File: src/rtl/assert_macros.svh
// Assertion macros shared by the RTL of the pressure compensation core.
// No dependencies; include by bare file name where assertions are written.
`ifndef ASSERT_MACROS_SVH
`define ASSERT_MACROS_SVH

// Property that must hold at every clock edge outside reset.
`define ASSERT_ALWAYS(label, clk, rst_n, prop, msg) \
	label: assert property (@(posedge clk) disable iff (!rst_n) (prop)) else $error(msg);

// Implication checked in the cycle after the antecedent.
`define ASSERT_NEXT(label, clk, rst_n, ante, cons, msg) \
	label: assert property (@(posedge clk) disable iff (!rst_n) (ante) |=> (cons)) \
		else $error(msg);

`endif

File: src/rtl/bpc_pkg.sv
// Shared types and constants of the pressure compensation core.
// No dependencies; imported by every module of the core.
`default_nettype none

package bpc_pkg;

	// pipeline depth: one valid bit per stage
	localparam int NSTG = 9;

	// configuration port
	localparam int CFG_IDX_W  = 3;
	localparam int CFG_DATA_W = 16;

	typedef enum logic [CFG_IDX_W-1:0] {
		REG_SENS      = 3'd0,
		REG_OFFSET    = 3'd1,
		REG_SENS_TC   = 3'd2,
		REG_OFFSET_TC = 3'd3,
		REG_REF_TEMP  = 3'd4,
		REG_TEMP_SLOPE = 3'd5,
		REG_VARIANT   = 3'd6
	} cfg_reg_t;

	typedef struct packed {
		logic [15:0] sens_coeff;
		logic [15:0] offset_coeff;
		logic [15:0] sens_temp_coeff;
		logic [15:0] offset_temp_coeff;
		logic [15:0] ref_temp;
		logic [15:0] temp_slope;
		logic        variant;
	} coeff_t;

	typedef struct packed {
		logic [NSTG-1:0] en;   // stage loads this cycle
		logic [NSTG-1:0] vld;  // stage holds a request
	} pipe_ctl_t;

	// datapath widths, from the ranges of 24-bit conversions and 16-bit coefficients
	localparam int DT_W   = 25;
	localparam int TEMP_W = 19;
	localparam int TOUT_W = 20;
	localparam int SQ_W   = 38;
	localparam int OFF_W  = 42;
	localparam int SENS_W = 41;
	localparam int PRES_W = 29;

	localparam logic signed [TEMP_W-1:0] TEMP_REF = 19'sd2000;
	localparam logic signed [TEMP_W-1:0] TEMP_LOW = -19'sd1500;

	// second-order factors, standard set
	localparam logic signed [7:0] K0_OFF_D  = 8'sd61;
	localparam logic signed [7:0] K0_SENS_D = 8'sd2;
	localparam logic signed [7:0] K0_OFF_E  = 8'sd15;
	localparam logic signed [7:0] K0_SENS_E = 8'sd8;
	// second-order factors, alternate set
	localparam logic signed [7:0] K1_OFF_D  = 8'sd5;
	localparam logic signed [7:0] K1_SENS_D = 8'sd5;
	localparam logic signed [7:0] K1_OFF_E  = 8'sd7;
	localparam logic signed [7:0] K1_SENS_E = 8'sd11;

endpackage

`default_nettype wire

File: src/rtl/bpc_pipe_ctl.sv
// Valid and load-enable control for the stages of the compensation pipeline.
// Depends on bpc_pkg.
`default_nettype none

module bpc_pipe_ctl (
	input  wire logic         clk,
	input  wire logic         arst_n,
	input  wire logic         in_valid,
	output logic              in_ready,
	input  wire logic         out_ready,
	output bpc_pkg::pipe_ctl_t ctl
);
	import bpc_pkg::*;

	logic [NSTG-1:0] vld_q;
	logic [NSTG:0]   rdy;
	logic [NSTG-1:0] vld_in;

	// a stage may load when empty or when the stage after it moves
	always_comb begin
		rdy[NSTG] = out_ready;
		for (int k = NSTG - 1; k >= 0; k--) begin
			rdy[k] = ~vld_q[k] | rdy[k+1];
		end
	end

	assign vld_in = {vld_q[NSTG-2:0], in_valid};

	always_ff @(posedge clk or negedge arst_n) begin
		if (!arst_n) begin
			vld_q <= '0;
		end else begin
			for (int k = 0; k < NSTG; k++) begin
				if (rdy[k]) begin
					vld_q[k] <= vld_in[k];
				end
			end
		end
	end

	assign in_ready = rdy[0];
	assign ctl.en   = rdy[NSTG-1:0];
	assign ctl.vld  = vld_q;

endmodule

`default_nettype wire

File: config.mk
export PLATFORM = sky130hd
export DESIGN_NAME = bpc_pipe_ctl
export DESIGN_NICKNAME = d
export VERILOG_FILES = /design/src/rtl/assert_macros.svh /design/src/rtl/bpc_pkg.sv /design/src/rtl/bpc_pipe_ctl.sv
export SDC_FILE = /design/constraint.sdc
export NUM_CORES = 1
export LEC_CHECK = 0
export BUFFER_PORTS_ARGS = -buffer_cell sky130_fd_sc_hd__buf_2
export CAP_MARGIN = 20
export CORE_AREA = 8 8 45 47
export DETAILED_ROUTE_END_ITERATION = 8
export DIE_AREA = 0 0 53 55
export GPL_TIMING_DRIVEN = 0
export SLEW_MARGIN = 0
export SYNTH_ARGS = -nofsm -noshare
export SYNTH_HDL_FRONTEND = slang
export SYNTH_SLANG_ARGS = --single-unit
File: constraint.sdc
create_clock -name clk -period 4.5 [get_ports clk]
set_clock_uncertainty 0.1 [all_clocks]
set_input_delay 1.35 -clock clk [delete_from_list [all_inputs] [get_ports clk]]
set_output_delay 1.35 -clock clk [all_outputs]
set_load 0.01 [all_outputs]
# Word level (Yosys, flattened, before mapping)
# Cells that the tools add are included.
[op_classes]
bitwise_logic = 18
[ops]
columns = ["operator", "count"]
rows = [
  ["inverter 1 bit", 9],
  ["bitwise OR 1 bit", 9],
]
[totals]
ff_bits = 9
in_bits = 4
out_inout_bits = 19
word_cells = 27

# Longest topological paths before layout
[depth]
word_depth = 10
mapped_depth = 5
depth_no_buf = 2

# Least setup slack after synthesis
# No wires, ideal clock.
[synth_timing]
path_type = "in2out"
start = "input out_ready"
end = "output ctl[9] (netlist bit)"
arrival_ps = 2171
t_required_ps = 3050
slack_ps = 879
cell_stages = 5
n_path_buf = 3
path_cell_list = "and4b_1 > buf_6 > buf_6 > nand4_1 > buf_4"
[synth_between]
elab_chain_len = 9
[synth_rtl]
columns = ["element", "line_no", "source"]
rows = [
  ["start: declaration", "bpc_pipe_ctl.sv:10", "input wire logic out_ready,"],
  ["bitwise OR 1 bit (9 in a row)", "bpc_pipe_ctl.sv:23", "rdy[k] = ~vld_q[k] | rdy[k+1];"],
  ["end: declaration", "bpc_pipe_ctl.sv:11", "output bpc_pkg::pipe_ctl_t ctl"],
]
# Every way passes these cells.

==> results.yml <==
floorplanning:
  initial_utilization_pct: 28.75
  pin_count: 23
  rows: 14
  die_area_mm2: 0.002915
  core_mm2: 0.001384
  die_w_um: 53
  die_h_um: 55
placement:
  place_area_um2: 528.0
  dp_slack_ns: 0.7103
  dp_hpwl_um: 739.1
  gp_congestion: 0.7273
  io_buffers: 22
sta:
  hold_viol: 0
  maxSlewViolCount: 0
  fin_ws_ns: 0.7061
  tightest_slew_ns: 0.2353
  fin_crit_sh_pct: 84.31
  setup_violations: 0
  period_needed_ns: 3.794
  fmax_mhz: 263.6
  setup-tns-final_ns: 0
  relSlewSlack_pct: 84.31
  grt_setup_unrepaired: "false"
job:
  maxCapViolations: 0
global_routing:
  grt_pass1_vias: 349
  grt_pass1_wl_um: 1545
  grtUsageTotal_pct: 7.155
  grt_max_degree: 11
  grt-ovfl-total: 0
  antenna_found_initial: 0
finish:
  area_delta_synth_final_pct: 39.31
  multi_input_area_um2: 133.9
  largest_register_ffs: 9
  final_layout_size_suffix_gt1_share_pct: 52.54
  num-nets-final: 64
  largestRegisters: "vld_q (9)"
  top_register: "vld_q"
  n_antenna_cell: 0
  seq_area_um2: 225.2
  design_area_um2: 554.3
  n_fill_cell: 145
detailed_routing:
  ant_nets: 0
  wl_per_cell_um: 12.35
  via_per_inst: 4.760
  vias: 357
  firstDrtPassIters: 3
  drt_iter0_drc: 1
  routed_wl_um: 926
  drc_errors: 0
synthesis:
  yosysWarnings: 0
  syn-num-nets: 37
  synth_cells: 33
  synth_seq_area_share_pct: 56.60
  syn_area_um2: 397.9
  yosys.area.top_type: "dfrtp_1"
  synth.avg_cell_area_um2: 12.06
  ys_types: 16
  netlist_top_cells_area: "dfrtp_1 57%, buf_6 5.7%, a41o_1 5.0%"
  ys_ff_latch: 9
  synth_top_area_share_pct: 56.60
worst_setup_path:
  crit_type: "in2out"
  worstPathRequired_ns: 3.05
  reg2reg_from: "vld_q[7]$_DFFE_PN0P_"
  cp.arrival_ns: 2.34
  r2r_slack_ns: 3.22
  rr_endpoint: "vld_q[6]$_DFFE_PN0P_"
  worst_setup_path_start_kind: "input pin"
  worst_r2r_path_depth: 4
  end_kind: "output port"
  path_max_fanout: 10
clock_network:
  cts_tree: "done"
  cts_resized: 0
  clock_path_buffers: 2
  cts_buffers: 3
  cts_root_buf: "clkbuf_4"
  cts_setup_buffers: 0
  htree_num_levels: 1
  hold_buffers: 0
  cts.clk_slew.worst_paths_ns: 0.06
  numClockSinks: 9
  worstSkewPairLatency_ns: 0.25
worst_hold_path:
  min_path_cells: 1
  min_to: "vld_q[3]$_DFFE_PN0P_"
  min_path_type: "reg2reg"
  worstHoldStart: "vld_q[2]$_DFFE_PN0P_"
outcome:
  status: "complete, no violations"
power:
  peakVddDrop_mv: 0.1884
  p_leak_nw: 0.2605
  power_density_mw_per_mm2: 469.8
-- worst max-delay path: stages --
cell and delay, ns:
buf_2 0.11, and4b_1 0.26, buf_6 0.12, buf_6 0.12, nand4_1 0.11, buf_4 0.15, buf_2 0.13
-- cell type report --
class / instances / area share [%]
flip-flops and latches: 9 / 40.63
multi-input cells: 19 / 24.15
repair buffers: 22 / 19.86
plain buffers: 4 / 6.321
clock buffers: 4 / 4.740
well taps: 16 / 3.612
inverters: 1 / 0.6772
-- cell usage after synthesis --
| library cell | instances |
|---|---|
| or2_1 | 1 |
| a21o_1 | 2 |
| nand4_1 | 2 |
| and4b_1 | 1 |
| nand3_1 | 2 |
| nand2b_1 | 3 |
| nand2_1 | 2 |
| buf_2 | 1 |
| and4_1 | 1 |
| buf_6 | 2 |
| dfrtp_1 | 9 |
| a41o_1 | 2 |
| a31o_2 | 2 |
| buf_4 | 1 |
| inv_1 | 1 |
| nand3b_1 | 1 |
-- how the worst max path moves through the flow --
| stage | from | to | cells past startpoint |
|---|---|---|---|
| finish | out_ready | ctl[9] | 7 |
| global route | out_ready | ctl[9] | 7 |
| CTS | out_ready | ctl[9] | 7 |
| detailed placement | out_ready | ctl[9] | 7 |
| global placement | out_ready | ctl[9] | 7 |
| floorplan | out_ready | ctl[9] | 5 |
-- cell families (layout without fill, tap and decap cells) --
| family | count (synthesis) | in the layout | share of synthesized area, % |
|---|---|---|---|
| compound gates | 6 | 6 | 13.21 |
| buf+inv | 5 | 31 | 9.747 |
| flops | 9 | 9 | 56.60 |
| simple gates | 13 | 13 | 20.44 |
-- where the power goes --
group          leakage, nW  switching, mW  internal, mW
Combinational        0.150         0.0444        0.0431
Clock               0.0150         0.0264        0.0341
Sequential          0.0956         0.0175        0.0950
-- cell usage in the layout (no fill, tap or decap) --
| master | instances |
|---|---|
| buf_2 | 23 |
| dfrtp_1 | 9 |
| nand2b_1 | 3 |
| clkbuf_4 | 3 |
| buf_6 | 2 |
| nand2_1 | 2 |
| nand3_1 | 2 |
| nand4_1 | 2 |
| a41o_1 | 2 |
| a31o_2 | 2 |
| a21o_1 | 2 |
| nand3b_1 | 1 |
| and4b_1 | 1 |
| inv_1 | 1 |
| and4_1 | 1 |
| or2_1 | 1 |
| buf_4 | 1 |
| clkbuf_1 | 1 |
-- metal layers --
layer | global-route usage [%] | wire (µm) | up-vias
met5 | 0 | 0 | -
met4 | 3.879 | 5 | 0
li1 | - | - | 170
met1 | 9.147 | 450 | 169
met3 | 4.011 | 88 | 2
met2 | 9.180 | 380 | 16
-- per-stage QoR --
| stage | power [mW] | cells | utilization (%) | hold WS, ns |
|---|---|---|---|---|
| after floorplan | 0.1650 | 33 | - | 0.4153 |
| after global placement | 0.2027 | 71 | 38.16 | 0.3691 |
| after detailed placement | 0.2031 | 71 | 38.16 | 0.3661 |
| after CTS | 0.2645 | 75 | 40.05 | 0.3798 |
| after global routing | 0.2823 | 75 | 40.05 | 0.4300 |
| final | 0.2604 | 75 | 40.05 | 0.3787 |
(Power assumes the default switching activity.)
