$ cat src/rtl/assert_macros.svh
// Assertion macros shared by the RTL of the pressure compensation core.
// No dependencies; include by bare file name where assertions are written.
`ifndef ASSERT_MACROS_SVH
`define ASSERT_MACROS_SVH

// Property that must hold at every clock edge outside reset.
`define ASSERT_ALWAYS(label, clk, rst_n, prop, msg) \
	label: assert property (@(posedge clk) disable iff (!rst_n) (prop)) else $error(msg);

// Implication checked in the cycle after the antecedent.
`define ASSERT_NEXT(label, clk, rst_n, ante, cons, msg) \
	label: assert property (@(posedge clk) disable iff (!rst_n) (ante) |=> (cons)) \
		else $error(msg);

`endif

$ cat src/rtl/bpc_pkg.sv
// Shared types and constants of the pressure compensation core.
// No dependencies; imported by every module of the core.
`default_nettype none

package bpc_pkg;

	// pipeline depth: one valid bit per stage
	localparam int NSTG = 9;

	// configuration port
	localparam int CFG_IDX_W  = 3;
	localparam int CFG_DATA_W = 16;

	typedef enum logic [CFG_IDX_W-1:0] {
		REG_SENS      = 3'd0,
		REG_OFFSET    = 3'd1,
		REG_SENS_TC   = 3'd2,
		REG_OFFSET_TC = 3'd3,
		REG_REF_TEMP  = 3'd4,
		REG_TEMP_SLOPE = 3'd5,
		REG_VARIANT   = 3'd6
	} cfg_reg_t;

	typedef struct packed {
		logic [15:0] sens_coeff;
		logic [15:0] offset_coeff;
		logic [15:0] sens_temp_coeff;
		logic [15:0] offset_temp_coeff;
		logic [15:0] ref_temp;
		logic [15:0] temp_slope;
		logic        variant;
	} coeff_t;

	typedef struct packed {
		logic [NSTG-1:0] en;   // stage loads this cycle
		logic [NSTG-1:0] vld;  // stage holds a request
	} pipe_ctl_t;

	// datapath widths, from the ranges of 24-bit conversions and 16-bit coefficients
	localparam int DT_W   = 25;
	localparam int TEMP_W = 19;
	localparam int TOUT_W = 20;
	localparam int SQ_W   = 38;
	localparam int OFF_W  = 42;
	localparam int SENS_W = 41;
	localparam int PRES_W = 29;

	localparam logic signed [TEMP_W-1:0] TEMP_REF = 19'sd2000;
	localparam logic signed [TEMP_W-1:0] TEMP_LOW = -19'sd1500;

	// second-order factors, standard set
	localparam logic signed [7:0] K0_OFF_D  = 8'sd61;
	localparam logic signed [7:0] K0_SENS_D = 8'sd2;
	localparam logic signed [7:0] K0_OFF_E  = 8'sd15;
	localparam logic signed [7:0] K0_SENS_E = 8'sd8;
	// second-order factors, alternate set
	localparam logic signed [7:0] K1_OFF_D  = 8'sd5;
	localparam logic signed [7:0] K1_SENS_D = 8'sd5;
	localparam logic signed [7:0] K1_OFF_E  = 8'sd7;
	localparam logic signed [7:0] K1_SENS_E = 8'sd11;

endpackage

`default_nettype wire

$ cat src/rtl/bpc_cfg_regs.sv
// Calibration coefficient and variant registers of the compensation core.
// Depends on bpc_pkg.
`default_nettype none

module bpc_cfg_regs (
	input  wire logic                          clk,
	input  wire logic                          arst_n,
	input  wire logic                          cfg_we,
	input  wire logic [bpc_pkg::CFG_IDX_W-1:0]  cfg_idx,
	input  wire logic [bpc_pkg::CFG_DATA_W-1:0] cfg_data,
	output bpc_pkg::coeff_t                    coeff
);
	import bpc_pkg::*;

	coeff_t coeff_q;

	always_ff @(posedge clk or negedge arst_n) begin
		if (!arst_n) begin
			coeff_q <= '0;
		end else if (cfg_we) begin
			case (cfg_reg_t'(cfg_idx))
				REG_SENS:       coeff_q.sens_coeff        <= cfg_data;
				REG_OFFSET:     coeff_q.offset_coeff      <= cfg_data;
				REG_SENS_TC:    coeff_q.sens_temp_coeff   <= cfg_data;
				REG_OFFSET_TC:  coeff_q.offset_temp_coeff <= cfg_data;
				REG_REF_TEMP:   coeff_q.ref_temp          <= cfg_data;
				REG_TEMP_SLOPE: coeff_q.temp_slope        <= cfg_data;
				REG_VARIANT:    coeff_q.variant           <= cfg_data[0];
				default: begin
					// drop writes to unused indexes
				end
			endcase
		end
	end

	assign coeff = coeff_q;

endmodule

`default_nettype wire

$ cat config.mk
export PLATFORM = sky130hd
export DESIGN_NAME = bpc_cfg_regs
export DESIGN_NICKNAME = d
export VERILOG_FILES = /design/src/rtl/assert_macros.svh /design/src/rtl/bpc_pkg.sv /design/src/rtl/bpc_cfg_regs.sv
export SDC_FILE = /design/constraint.sdc
export NUM_CORES = 1
export LEC_CHECK = 0
export ABC_AREA = 1
export BUFFER_PORTS_ARGS = -buffer_cell sky130_fd_sc_hd__clkbuf_2
export CORE_ASPECT_RATIO = 0.5
export CORE_MARGIN = 4
export CORE_UTILIZATION = 45
export DETAILED_ROUTE_END_ITERATION = 6
export GPL_TIMING_DRIVEN = 0
export PLACE_DENSITY = 0.77
export SETUP_SLACK_MARGIN = 0.5
export SYNTH_ARGS = -nofsm -noshare
export SYNTH_HDL_FRONTEND = slang
export SYNTH_SLANG_ARGS = --single-unit
export TNS_END_PERCENT = 10
$ cat constraint.sdc
create_clock -name clk -period 1.2 [get_ports clk]
set_input_delay 0.12 -clock clk [delete_from_list [all_inputs] [get_ports clk]]
set_output_delay 0.12 -clock clk [all_outputs]
set_load 0.02 [all_outputs]
======== Word level (Yosys, flattened, before mapping) ========
Index checks and enable logic that the tools add are counted.
storage, ports and cells
  latch bits .............................. 0
  logic and storage cells ................. 21
  input port bits ......................... 22
  memory bits (read-only) ................. 0
  bits in registers ....................... 97
  memories kept ........................... 0
  RAM bits ................................ 0
  output and inout bits ................... 97
operators by class
  $mul .................................... 0
  shifts and indexed selects .............. 0
  bitwise gates (word level) .............. 0
  divide/modulo/power cells ............... 0
  eq/ne operators ......................... 6
  mux-type cells .......................... 0
  add/sub/neg operators ................... 0
  reduce and logical (&&, ||, !) cells .... 8
  magnitude comparators ................... 0
operators by type and width
  kind                number
  $reduce_and 2->1    7
  $eq 3x3->1 const B  3
  $eq 3x2->1 const B  2
  $eq 3x1->1 const B  1
  $logic_not 3->1     1

======== Longest topological paths before layout ========
  word-level depth ........................ 2
  gate-level depth with buffers ........... 7
  depth with buffers taken out ............ 5

======== Worst setup path after synthesis ========
Ideal clock, no wire load.
  path type ............................... in2reg
  start ................................... input cfg_idx[0] (netlist bit)
  end ..................................... register coeff_q (netlist bit coeff[81])
  path buffers ............................ 1
  data arrival time ....................... 760 ps
  path slack .............................. 323 ps
  library setup time ...................... 117 ps
  stages .................................. 5
  required time ........................... 1083 ps
  cell sequence ........................... nor2_2 -> nand2_1 -> buf_2 -> nand2_1 -> nand2_1
on the way
  word-level cells in the longest chain between the ends .. 2
ends and longest elaborated chain
  element                     line                RTL
  from (decl)                 bpc_cfg_regs.sv:9   input wire logic [bpc_pkg::CFG_IDX_W-1:0] cfg_idx,
  $logic_not 3->1             bpc_cfg_regs.sv:21  case (cfg_reg_t'(cfg_idx))
  $reduce_and 2->1 (no line)  --
  to (decl)                   bpc_cfg_regs.sv:15  coeff_t coeff_q;
Every way passes these cells.
A chain may end at the register's enable or synchronous reset.

======== Worst setup path in the final report ========
  start ................................... register coeff_q (netlist bit coeff[46])
  end ..................................... output coeff[46] (netlist bit)
RTL lines
  element    line                RTL
  to (decl)  bpc_cfg_regs.sv:11  output bpc_pkg::coeff_t coeff
No word-level cell between the ends.

==> impl_results.md <==
* Vias per cell at between 4 and 5
* Share of layout cells above drive strength 1 at a little under a third
* Inserted Clock Buffers at 9
* Critical Path RT at 1.08 ns
* Root buf cell: clkbuf_16
* CP peak stage delay at 0.40 ns
* Top-area cell type share of the netlist area at 62.9%
* Post-layout util at 63.1%
* Row count at 23
* Buffers added on ports at roughly 120
* CP Cell Sequence: clkbuf_8
* Worst skew pair latency at 0.35 ns
* Htree depth at 3
* Tightest Hold Check Type: primary input to asynchronous set/reset pin
* Critical path class: flop to output port
* CP Buf/Inv Count at 1
* Leak Pwr at 2.94 nW
* Placed instance count at 662
* Final Wtd Congestion at 0.796
* Final #Nets at around 600
* Layout Cells excl Fill at 688
* Total power at 0.00976 W
* R2R cell count at 3
* Sum Neg Setup Slack at 0 ns
* IO Count at between 100 and 150
* Antenna diodes at 0
* Die Wd at 139 µm
* Reg2Reg Capture Point: coeff[64]
* F_max at between 900 and 1000 MHz
* Min cycle time layout at 1.04 ns
* Starting Density at 47.2%
* Worst rel slew slack at 63.2%
* Drt wl/cell at 15.9 µm
* Die area at roughly 10000 µm²
* CTS tree: built
* Initial antenna violation count at 0
* PwrDens at 1890 nW/µm²
* Area delta synth->final at 33.7%
* WHS at -0.223 ns
* Worst path slowest cell: dfrtp_1
* Outcome: finished with violations
* Worst-margin pin slew at approximately 0.55 ns
* Maximum VDD drop at 0.883 mV
* Iteration-0 DRC Markers at 333
* Core area at slightly above 8000 µm²
* Synthesized Nets at approximately 450
* Number of flip-flops in the largest register at 97
* GRT Util Overall at 22.0%
* Tcrit/Tclk final at 86.4%
* Dpl hpwl at 7530 µm
* Avg Inst Size Synth at 8.95 µm²
* Final number of max-transition violations at 0
* Worst EP arrival at 0.92 ns
* CP top delay family: flip-flops
* # clock sinks at between 90 and 100
* Largest net degree at the start of global routing at 61
* Failing checks: negative hold slack
* Ys Warns at 0
* Global-route wire length before repair at 17100 µm
* Final Hold Fails at 37
* Worst Path Max Fanout at 2
* Worst Setup Start Kind: flop
* # setup viols final at 0
* Post-synthesis sequential area ratio at 62.9%
* Yosys top cell by area: dfrtp_1
* Antenna violation net count after detailed routing at 0
* First drt pass iteration count at 4
* Mapped Cells at 431
* Clk_skew at 0 ns
* Netlist cell types at 11
* Reg-to-Reg Start: coeff[64]
* Vias at 3400
* Register bit total from synthesis at between 90 and 100
* Critical path capture point type: output port
* Clock slew at reported path FFs at 0.07 ns
* RSZ-0062 raised after global routing: yes
* Syn Std Cell Area at 3860 µm²
* Die height at between 70 and 80 µm
* Drc violations at 0
* Vias in the first global route at roughly 3200
* Synth top area cells: dfrtp_1, nand2_1, nand3_1
* GRT Residual Overflow at 0
* Max Cap Viol at 0
* Final WL at 10900 µm
* Register-to-Register Setup Slack at 0.43 ns
* CTS max path bufs at 2
==> timing repair <==
action,4_1_cts,5_1_grt
buffers inserted,4,6
gates resized for setup,10,47
hold endpoints to repair,37,37
endpoints found under the setup margin,153,183
pin swaps,0,0
==> power by group <==
group | switching (W) | total (W) | internal, W | leakage [nW]
combinational | 0.00164 | 0.00260 | 0.000961 | 1.58
clock | 0.00123 | 0.00290 | 0.00167 | 0.142
sequential | 0.000385 | 0.00427 | 0.00388 | 1.22
==> metal layers <==
metal | part of all wire [%] | vias up | track usage, % | wire, µm
met3 | 6.7 | 14 | 6.05 | 734
met1 | 43 | 1641 | 28.6 | 4700
met5 | 0 | - | 0 | 0
met2 | 49 | 106 | 36.8 | 5310
met4 | 1.6 | 0 | 6.51 | 179
li1 | - | 1639 | - | -
==> placed cells by master (no fill, tap or decap) <==
| master | synthesis | layout |
|---|---|---|
| bufinv_16 | 0 | 1 |
| dfrtp_1 | 97 | 97 |
| buf_6 | 1 | 19 |
| nand2_2 | 5 | 6 |
| clkbuf_8 | 0 | 5 |
| buf_2 | 13 | 9 |
| clkbuf_4 | 0 | 1 |
| buf_4 | 6 | 17 |
| buf_16 | 0 | 1 |
| clkinvlp_4 | 0 | 2 |
| inv_1 | 4 | 3 |
| nand3_1 | 65 | 65 |
| clkinv_2 | 0 | 2 |
| clkbuf_1 | 0 | 1 |
| nor2_2 | 2 | 1 |
| nand2_1 | 232 | 231 |
| clkbuf_2 | 0 | 97 |
| nor2_4 | 4 | 5 |
| buf_8 | 0 | 1 |
| clkbuf_16 | 0 | 9 |
| inv_2 | 2 | 3 |
==> layout make-up <==
cell class | instances | area [µm²]
tap | 112 | 140
sequential | 97 | 2430
clock inverter | 5 | 55.1
fill | 704 | 3020
buffer | 20 | 143
inverter | 6 | 22.5
clock buffer | 11 | 243
multi-input combinational | 308 | 1290
timing repair buffer | 129 | 835
==> synthesized netlist by cell type, drive strengths merged <==
cell,instances
nand2,237
dfrtp,97
nand3,65
buf,20
inv,6
nor2,6
==> kinds of logic (layout without fill, tap and decap cells) <==
| kind of cell | after synthesis | after routing | synth area share [%] |
|---|---|---|---|
| buf+inv | 26 | 171 | 3.73 |
| flops | 97 | 97 | 62.9 |
| simple gates | 308 | 308 | 33.3 |
==> worst max path at each step <==
stage | start | endpoint | cells past startpoint
after floorplan | cfg_idx[1] | coeff[54] | 6
final | coeff[46] | coeff[46] | 1
after global placement | arst_n | coeff[77] | 1
after CTS | coeff[67] | coeff[67] | 1
after global routing | coeff[46] | coeff[46] | 1
after detailed placement | cfg_idx[0] | coeff[14] | 7
==> through the flow <==
step                instance area, µm²  setup WS [ns]
finish                            5160          0.163
global route                      5160          0.141
global placement                  4620          -1.20
floorplan                         3880          0.383
detailed placement                4650        -0.0265
CTS                               5020          0.159
==> worst register-to-register path, cell delays in order, from the launching register on <==
cell     delay, ns
dfrtp_1       0.41
buf_4         0.14
nand2_1       0.06
nand2_1       0.06
No activity file was read; power rests on OpenSTA's default activity.
